$ cat src/hw/rtl/dfac_pkg.sv
package dfac_pkg;

  localparam int unsigned BoxSizeDef       = 20;
  localparam int unsigned BoxOffsetDef     = 20;
  localparam int unsigned CenterBoxSizeDef = 80;
  localparam int unsigned CoordWidthDef    = 11;

  localparam int unsigned SumW  = 40;
  localparam int unsigned CntW  = 24;
  localparam int unsigned AvgW  = 24;
  localparam int unsigned QuoW  = 48;
  localparam int unsigned CfgW  = 16;
  localparam int unsigned DimW  = 12;
  localparam int unsigned DepW  = 16;
  localparam int unsigned DispW = 17;
  localparam int unsigned NumAcc = 5;
  localparam int unsigned AccIdxW = 3;

  // box order in the accumulator bank
  localparam logic [AccIdxW-1:0] AccUpper  = 3'd0;
  localparam logic [AccIdxW-1:0] AccLower  = 3'd1;
  localparam logic [AccIdxW-1:0] AccLeft   = 3'd2;
  localparam logic [AccIdxW-1:0] AccRight  = 3'd3;
  localparam logic [AccIdxW-1:0] AccCenter = 3'd4;

  // configuration register indexes
  localparam logic [2:0] RegFrameWidth  = 3'd0;
  localparam logic [2:0] RegFrameHeight = 3'd1;
  localparam logic [2:0] RegMinDepth    = 3'd2;
  localparam logic [2:0] RegOrientThr   = 3'd3;
  localparam logic [2:0] RegDistTarget  = 3'd4;
  localparam logic [2:0] RegDistTol     = 3'd5;

  // controller to datapath
  typedef struct packed {
    logic             pix_en;    // accumulate current beat
    logic             div_start; // load divider for selected box
    logic [AccIdxW-1:0] div_sel;
    logic             div_step;  // one quotient bit
    logic             avg_store; // keep divider result
    logic             finish;    // form flags and output
    logic             clear;     // clear frame state
  } dfac_cmd_t;

  // datapath to controller
  typedef struct packed {
    logic div_done;
  } dfac_sts_t;

endpackage

$ cat src/hw/rtl/dfac_dp.sv
module dfac_dp #(
  parameter int unsigned BOX_SIZE        = dfac_pkg::BoxSizeDef,
  parameter int unsigned BOX_OFFSET      = dfac_pkg::BoxOffsetDef,
  parameter int unsigned CENTER_BOX_SIZE = dfac_pkg::CenterBoxSizeDef,
  parameter int unsigned COORD_WIDTH     = dfac_pkg::CoordWidthDef
) (
  input  logic                              clk,
  input  logic                              rst_n,
  input  logic                              cfg_we,
  input  logic [2:0]                        cfg_index,
  input  logic [dfac_pkg::CfgW-1:0]         cfg_data,
  input  logic [dfac_pkg::DepW-1:0]         in_depth,
  input  dfac_pkg::dfac_cmd_t               cmd,
  output dfac_pkg::dfac_sts_t               sts,
  output logic signed [dfac_pkg::DispW-1:0] out_horizontal_disparity,
  output logic signed [dfac_pkg::DispW-1:0] out_vertical_disparity,
  output logic                              out_aligned,
  output logic [dfac_pkg::DepW-1:0]         out_center_distance,
  output logic                              out_at_distance
);
  import dfac_pkg::*;

  localparam int  Half  = BOX_SIZE / 2;
  localparam int  CHalf = CENTER_BOX_SIZE / 2;
  localparam int  PW    = 15; // signed position width, covers -16384..16383
  localparam logic [COORD_WIDTH-1:0] CoordMax = '1;

  // configuration registers
  logic [DimW-1:0] frame_width_r, frame_height_r;
  logic [CfgW-1:0] min_depth_r, thr_r, target_r, tol_r;

  always_ff @(posedge clk) begin
    if (!rst_n) begin
      frame_width_r  <= DimW'(640);
      frame_height_r <= DimW'(480);
      min_depth_r    <= CfgW'(1);
      thr_r          <= CfgW'(10);
      target_r       <= '0;
      tol_r          <= CfgW'(10);
    end else if (cfg_we) begin
      unique case (cfg_index)
        RegFrameWidth:  frame_width_r  <= cfg_data[DimW-1:0];
        RegFrameHeight: frame_height_r <= cfg_data[DimW-1:0];
        RegMinDepth:    min_depth_r    <= cfg_data;
        RegOrientThr:   thr_r          <= cfg_data;
        RegDistTarget:  target_r       <= cfg_data;
        RegDistTol:     tol_r          <= cfg_data;
        default: ;
      endcase
    end
  end

  // raster position
  logic [COORD_WIDTH-1:0] col_r, row_r;
  logic [COORD_WIDTH:0]   col_inc;
  assign col_inc = {1'b0, col_r} + 1'b1;

  always_ff @(posedge clk) begin
    if (!rst_n || cmd.clear) begin
      col_r <= '0;
      row_r <= '0;
    end else if (cmd.pix_en) begin
      if ({{(DimW-COORD_WIDTH+1){1'b0}}, col_inc} >= {2'b0, frame_width_r}
          || col_r == CoordMax) begin
        col_r <= '0;
        row_r <= row_r + 1'b1;
      end else begin
        col_r <= col_inc[COORD_WIDTH-1:0];
      end
    end
  end

  // box membership
  logic signed [PW-1:0] c_s, r_s, mc, mr;
  assign c_s = PW'(signed'({1'b0, col_r}));
  assign r_s = PW'(signed'({1'b0, row_r}));
  assign mc  = PW'(signed'({1'b0, frame_width_r[DimW-1:1]}));
  assign mr  = PW'(signed'({1'b0, frame_height_r[DimW-1:1]}));

  function automatic logic in_box(input logic signed [PW-1:0] c, r, cc, cr,
                                  input int h);
    logic signed [PW-1:0] hh;
    hh = PW'(h);
    return (r >= cr - hh) && (r <= cr + hh) && (c >= cc - hh) && (c < cc + hh);
  endfunction

  logic [NumAcc-1:0] hit;
  logic signed [PW-1:0] off;
  assign off = PW'(BOX_OFFSET);
  always_comb begin
    hit[AccUpper]  = in_box(c_s, r_s, mc, mr - off, Half);
    hit[AccLower]  = in_box(c_s, r_s, mc, mr + off, Half);
    hit[AccLeft]   = in_box(c_s, r_s, mc - off, mr, Half);
    hit[AccRight]  = in_box(c_s, r_s, mc + off, mr, Half);
    hit[AccCenter] = in_box(c_s, r_s, mc, mr, CHalf);
  end

  // accumulators with saturation
  logic [SumW-1:0] sum_r [NumAcc];
  logic [CntW-1:0] cnt_r [NumAcc];
  logic            valid_pix;
  assign valid_pix = in_depth >= min_depth_r;

  for (genvar g = 0; g < NumAcc; g++) begin : g_acc
    logic [SumW:0] s_nxt;
    assign s_nxt = {1'b0, sum_r[g]} + (SumW+1)'(in_depth);
    always_ff @(posedge clk) begin
      if (!rst_n || cmd.clear) begin
        sum_r[g] <= '0;
        cnt_r[g] <= CntW'(1);
      end else if (cmd.pix_en && valid_pix && hit[g]) begin
        sum_r[g] <= s_nxt[SumW] ? '1 : s_nxt[SumW-1:0];
        if (cnt_r[g] != '1) cnt_r[g] <= cnt_r[g] + 1'b1;
      end
    end
  end

  // restoring divider, one quotient bit a cycle: (sum<<8)/cnt
  logic [QuoW-1:0] quo_r;
  logic [CntW:0]   rem_r;
  logic [CntW-1:0] dsr_r;
  logic [5:0]      step_r;
  logic [CntW+1:0] trial;
  logic            sh_in;
  assign sh_in = quo_r[QuoW-1];
  assign trial = {rem_r, sh_in} - {2'b0, dsr_r};
  assign sts.div_done = (step_r == 6'(QuoW));

  always_ff @(posedge clk) begin
    if (cmd.div_start) begin
      quo_r  <= {sum_r[cmd.div_sel], 8'd0};
      rem_r  <= '0;
      dsr_r  <= cnt_r[cmd.div_sel];
      step_r <= '0;
    end else if (cmd.div_step) begin
      step_r <= step_r + 1'b1;
      if (!trial[CntW+1]) begin
        rem_r <= trial[CntW:0];
        quo_r <= {quo_r[QuoW-2:0], 1'b1};
      end else begin
        rem_r <= {rem_r[CntW-1:0], sh_in};
        quo_r <= {quo_r[QuoW-2:0], 1'b0};
      end
    end
  end

  // clamped averages
  logic [AvgW-1:0] avg_r [NumAcc];
  logic [AvgW-1:0] avg_cl;
  assign avg_cl = (|quo_r[QuoW-1:AvgW]) ? '1 : quo_r[AvgW-1:0];
  always_ff @(posedge clk) begin
    if (cmd.avg_store) avg_r[cmd.div_sel] <= avg_cl;
  end

  // disparities truncated toward zero
  function automatic logic signed [DispW-1:0] trunc_diff(input logic [AvgW-1:0] a, b);
    logic signed [AvgW:0] d;
    logic [AvgW:0] m;
    logic [DispW-1:0] q;
    d = signed'({1'b0, a}) - signed'({1'b0, b});
    m = d[AvgW] ? (AvgW+1)'(-d) : (AvgW+1)'(d);
    q = DispW'(m >> 8);
    return d[AvgW] ? signed'(-q) : signed'(q);
  endfunction

  logic signed [DispW-1:0] hd, vd, thr_p, thr_n;
  logic [DepW-1:0]         cd;
  logic signed [DepW+1:0]  err;
  logic [DepW:0]           err_abs;
  assign hd    = trunc_diff(avg_r[AccLeft], avg_r[AccRight]);
  assign vd    = trunc_diff(avg_r[AccUpper], avg_r[AccLower]);
  assign thr_p = signed'({1'b0, thr_r});
  assign thr_n = -thr_p;
  // integer part of the clamped centre average
  assign cd    = avg_r[AccCenter][AvgW-1:8];
  assign err   = signed'({2'b0, cd}) - signed'({2'b0, target_r});
  assign err_abs = err[DepW+1] ? (DepW+1)'(-err) : (DepW+1)'(err);

  always_ff @(posedge clk) begin
    if (cmd.finish) begin
      out_horizontal_disparity <= hd;
      out_vertical_disparity   <= vd;
      out_aligned     <= (hd < thr_p) && (hd > thr_n) && (vd < thr_p) && (vd > thr_n);
      out_center_distance <= cd;
      out_at_distance <= err_abs <= {1'b0, tol_r};
    end
  end

endmodule

$ cat config.mk
export PLATFORM = sky130hd
export DESIGN_NAME = dfac_dp
export DESIGN_NICKNAME = d
export VERILOG_FILES = /design/src/hw/rtl/dfac_pkg.sv /design/src/hw/rtl/dfac_dp.sv
export SDC_FILE = /design/constraint.sdc
export NUM_CORES = 2
export LEC_CHECK = 0
export BUFFER_PORTS_ARGS = -buffer_cell sky130_fd_sc_hd__buf_4
export CAP_MARGIN = 20
export CELL_PAD_IN_SITES_DETAIL_PLACEMENT = 2
export CELL_PAD_IN_SITES_GLOBAL_PLACEMENT = 2
export CORE_ASPECT_RATIO = 0.5
export CORE_UTILIZATION = 38
export CTS_BUF_LIST = sky130_fd_sc_hd__clkbuf_16
export DETAILED_ROUTE_END_ITERATION = 16
export PLACE_DENSITY_LB_ADDON = 0.1
export SYNTH_ARGS = -nofsm -noshare
export SYNTH_HDL_FRONTEND = slang
export SYNTH_SLANG_ARGS = --single-unit
$ cat constraint.sdc
create_clock -name clk -period 6.4 [get_ports clk]
set_clock_uncertainty 0.1 [all_clocks]
set_input_delay 0.64 -clock clk [delete_from_list [all_inputs] [get_ports clk]]
set_output_delay 0.64 -clock clk [all_outputs]
set_load 0.03 [all_outputs]
==> results.py <==
metrics = {
    "logic_synthesis": {
        "synth_cell_types": 88,
        "ys_seq_elements": 696,
        "synth_area_um2": 49700,
        "synth_cells": 5166,
        "synth_nets": 5676,
        "seq_area_frac_synth_pct": 39.0,
        "synth_top_area_share_pct": 33.1,
        "synth_area_per_cell_um2": 9.63,
        "async_flop_share_pct": 0,
        "synth_area_leaders": "edfxtp_1, ha_1, dfxtp_1",
        "synthFlopType": "edfxtp_1",
        "yosys_warnings": 0,
        "synth-edff-count": 548,
        "yosys.area.top_type": "edfxtp_1",
    },
    "die": {
        "die_h_um": 258,
        "start_util_pct": 38.5,
        "die_x_um": 514,
        "dieArea_um2": 132000,
        "std_cell_rows": 93,
        "coreArea_um2": 129000,
        "ios": 100,
    },
    "power": {
        "p_clk_share_pct": 39.7,
        "total_power_w": 0.0118,
        "switching_share_pct": 28.6,
        "p_per_area_nw_per_um2": 210,
        "cellInternalPower_w": 0.00840,
        "switchingPower_w": 0.00337,
        "pwr-share-seq_pct": 44.6,
        "p_leak_nw": 21.6,
        "peakVddDrop_mv": 0.189,
        "comb_power_share_pct": 15.7,
    },
    "clock_network": {
        "cts_buffers": 75,
        "cts_num_sinks": 696,
        "cts-htree-levels": 3,
        "clock_latency_ps": 690,
        "cts.path.max_buffers": 3,
        "cts_tree": "yes",
        "clkTransAtPathRegs_ps": 70,
        "clock-root-buffer": "clkbuf_16",
    },
    "routing": {
        "via_per_inst": 5.76,
        "finalWirelength_um": 173000,
        "drc_errors": 0,
        "ant_nets": 0,
        "drtIter0Drc": 2205,
        "dr.pass1.iters": 5,
        "routedWlPerCell_um": 24.4,
        "vias": 41000,
    },
    "worst_setup_path": {
        "arrival_ps": 6620,
        "reg2reg_setup_slack_ps": 110,
        "worstSetupEndpoint": "out_aligned",
        "crit_start": "avg_r[1][0]",
        "end_kind": "flop",
        "reg2regPathDepth": 22,
        "reg2reg_from": "avg_r[1][0]",
        "rr_endpoint": "out_aligned",
        "start_kind": "flop",
        "cp.required_ps": 6730,
        "crit_fanout": 4,
        "crit_type": "reg -> reg",
    },
    "timing": {
        "setup_violations": 0,
        "slew_viol_final": 0,
        "rsz0062_at_grt": "true",
        "layout_setup_ws_ps": 108,
        "fin_crit_sh_pct": 98.3,
        "relSlewSlack_pct": 25.7,
        "final_hold_viol_count": 0,
        "fmax_mhz": 159,
        "tightest_slew_ps": 1100,
        "min_period_ps": 6290,
    },
    "global_route": {
        "grt_pass1_wl_um": 266000,
        "gr-total-overflow": 0,
        "grt_max_degree": 90,
        "track_usage_pct": 25.8,
        "grt_pass1_vias": 44200,
        "antenna_found_initial": 10,
    },
    "run": {
        "max-cap-violations": 0,
    },
    "finish": {
        "fillCellCount": 13700,
        "finish.net_count": 5798,
        "drive_gt1_share_pct": 10.3,
        "regArea_um2": 19400,
        "syn_to_final_growth_pct": 12.5,
        "multi_input_area_um2": 28900,
        "final_area_um2": 55900,
        "fin_util_pct": 43.3,
        "final_cells": 7111,
    },
    "run_status": {
        "status": "finished clean",
    },
    "placed_design": {
        "post-place-ws_ps": -260,
        "dp_hpwl_um": 130000,
        "portBuffers": 99,
        "place_inst": 6953,
        "gp_congestion": 0.847,
        "place_area_um2": 53000,
    },
    "min_path": {
        "min_path_type": "in -> reg",
    },
}
[stage by stage]
stage	setup TNS (ps)	hold WS (ps)
floorplan	0	326
CTS	0	148
detailed placement	-260	356
finish	0	186
global route	-132	164
global placement	0	350
[final cells by class]
type | count | share of cell area [%]
multi-input combinational | 4006 | 51.6
sequential | 696 | 34.7
tap | 1757 | 3.93
timing repair buffer | 238 | 3.42
clock buffer | 76 | 3.40
inverter | 271 | 1.82
clock inverter | 60 | 1.06
antenna | 7 | 0.0313
[worst min path at each step]
stage                  from                      end  slack [ps]  depth (start not counted)
2_1_floorplan   avg_r[4][8]   out_center_distance[0]         330                          0
3_3_place_gp    avg_r[4][8]   out_center_distance[0]         350                          0
3_5_place_dp   avg_r[4][21]  out_center_distance[13]         360                          0
4_1_cts         cfg_data[7]        frame_height_r[7]         150                          3
5_1_grt         cfg_data[7]        frame_height_r[7]         160                          3
6_report        cfg_data[7]        frame_height_r[7]         190                          3
[state kept, by name (all words and copies together) (netlist names)]
name	flops
avg_r	112
cnt_r	120
col_r	11
dsr_r	24
frame_height_r	11
frame_width_r	12
min_depth_r	16
out_aligned	1
out_at_distance	1
out_center_distance	16
out_horizontal_disparity	17
out_vertical_disparity	17
quo_r	48
rem_r	25
row_r	11
step_r	6
sum_r	200
target_r	16
thr_r	16
tol_r	16
[cells by family (layout without fill, tap and decap cells)]
| family | Yosys count | after routing | synth area share [%] |
|---|---|---|---|
| xor+xnor | 536 | 536 | 9.44 |
| fa+ha+maj | 463 | 463 | 11.8 |
| compound gates | 1113 | 1113 | 14.3 |
| other cells | 0 | 7 | 0 |
| mux | 179 | 179 | 5.28 |
| buf+inv | 464 | 645 | 3.52 |
| flops | 696 | 696 | 39.0 |
| simple gates | 1715 | 1715 | 16.6 |
[synth_stat cells (96+ instances only)]
master	n
a21o_1	96
a21oi_1	378
and3_1	104
clkbuf_1	171
dfxtp_1	148
edfxtp_1	548
ha_1	454
inv_1	265
nand2_1	517
nand3_1	185
nor2_1	386
nor3_1	113
o21ai_0	199
xnor2_1	284
xor2_1	252
[worst max-delay path, stage by stage, from the launching register on]
cell	delay [ps]
edfxtp_1	410
ha_4	180
fa_2	350
nand2b_4	170
a21oi_4	160
o21ai_0	100
a2111o_1	490
or4_4	570
or3_4	410
or4_4	560
a211o_1	360
a221o_1	360
xor2_1	170
nor2_1	200
xnor2_2	140
ha_1	360
a21o_1	190
a211oi_1	230
o21ai_0	120
a31oi_1	200
a21oi_2	60
o221ai_2	70
a211oi_2	50
[placed cells by master, fill, tap and decap left out, types with 88 or more instances in the layout]
cell and n:
xor2_1 252, a21o_1 96, a21oi_1 367, edfxtp_1 548
mux2i_1 88, dfxtp_1 148, xnor2_1 276, ha_1 449
nand2_1 510, inv_1 278, o21ai_0 185, nand3_1 184
and3_1 104, nor3_1 111, nor2_1 381, buf_4 228
[power groups by stage]
| stage | sequential, W | clock (W) | combinational (W) |
|---|---|---|---|
| floorplan | 0.00528 | 0 | 0.00128 |
| global placement | 0.00533 | 0 | 0.00174 |
| detailed placement | 0.00535 | 0 | 0.00183 |
| CTS | 0.00525 | 0.00479 | 0.00185 |
| global route | 0.00527 | 0.00494 | 0.00203 |
| finish | 0.00525 | 0.00468 | 0.00185 |
[what timing repair did]
| item | CTS | global route |
|---|---|---|
| endpoints found under the setup margin | 1 | 2 |
| hold buffers | 0 | 0 |
| resized for setup | 10 | 48 |
| endpoints found under the hold margin | 0 | 0 |
| setup buffers | 4 | 8 |
| pin swaps | 8 | 30 |
[per-layer routing]
layer	part of all wire, %	GRT usage (%)
met5	0.011	0
met4	2.2	6.11
met3	3.3	2.93
met2	47	43.2
met1	47	35.5
No activity file was read; power rests on OpenSTA's default activity.
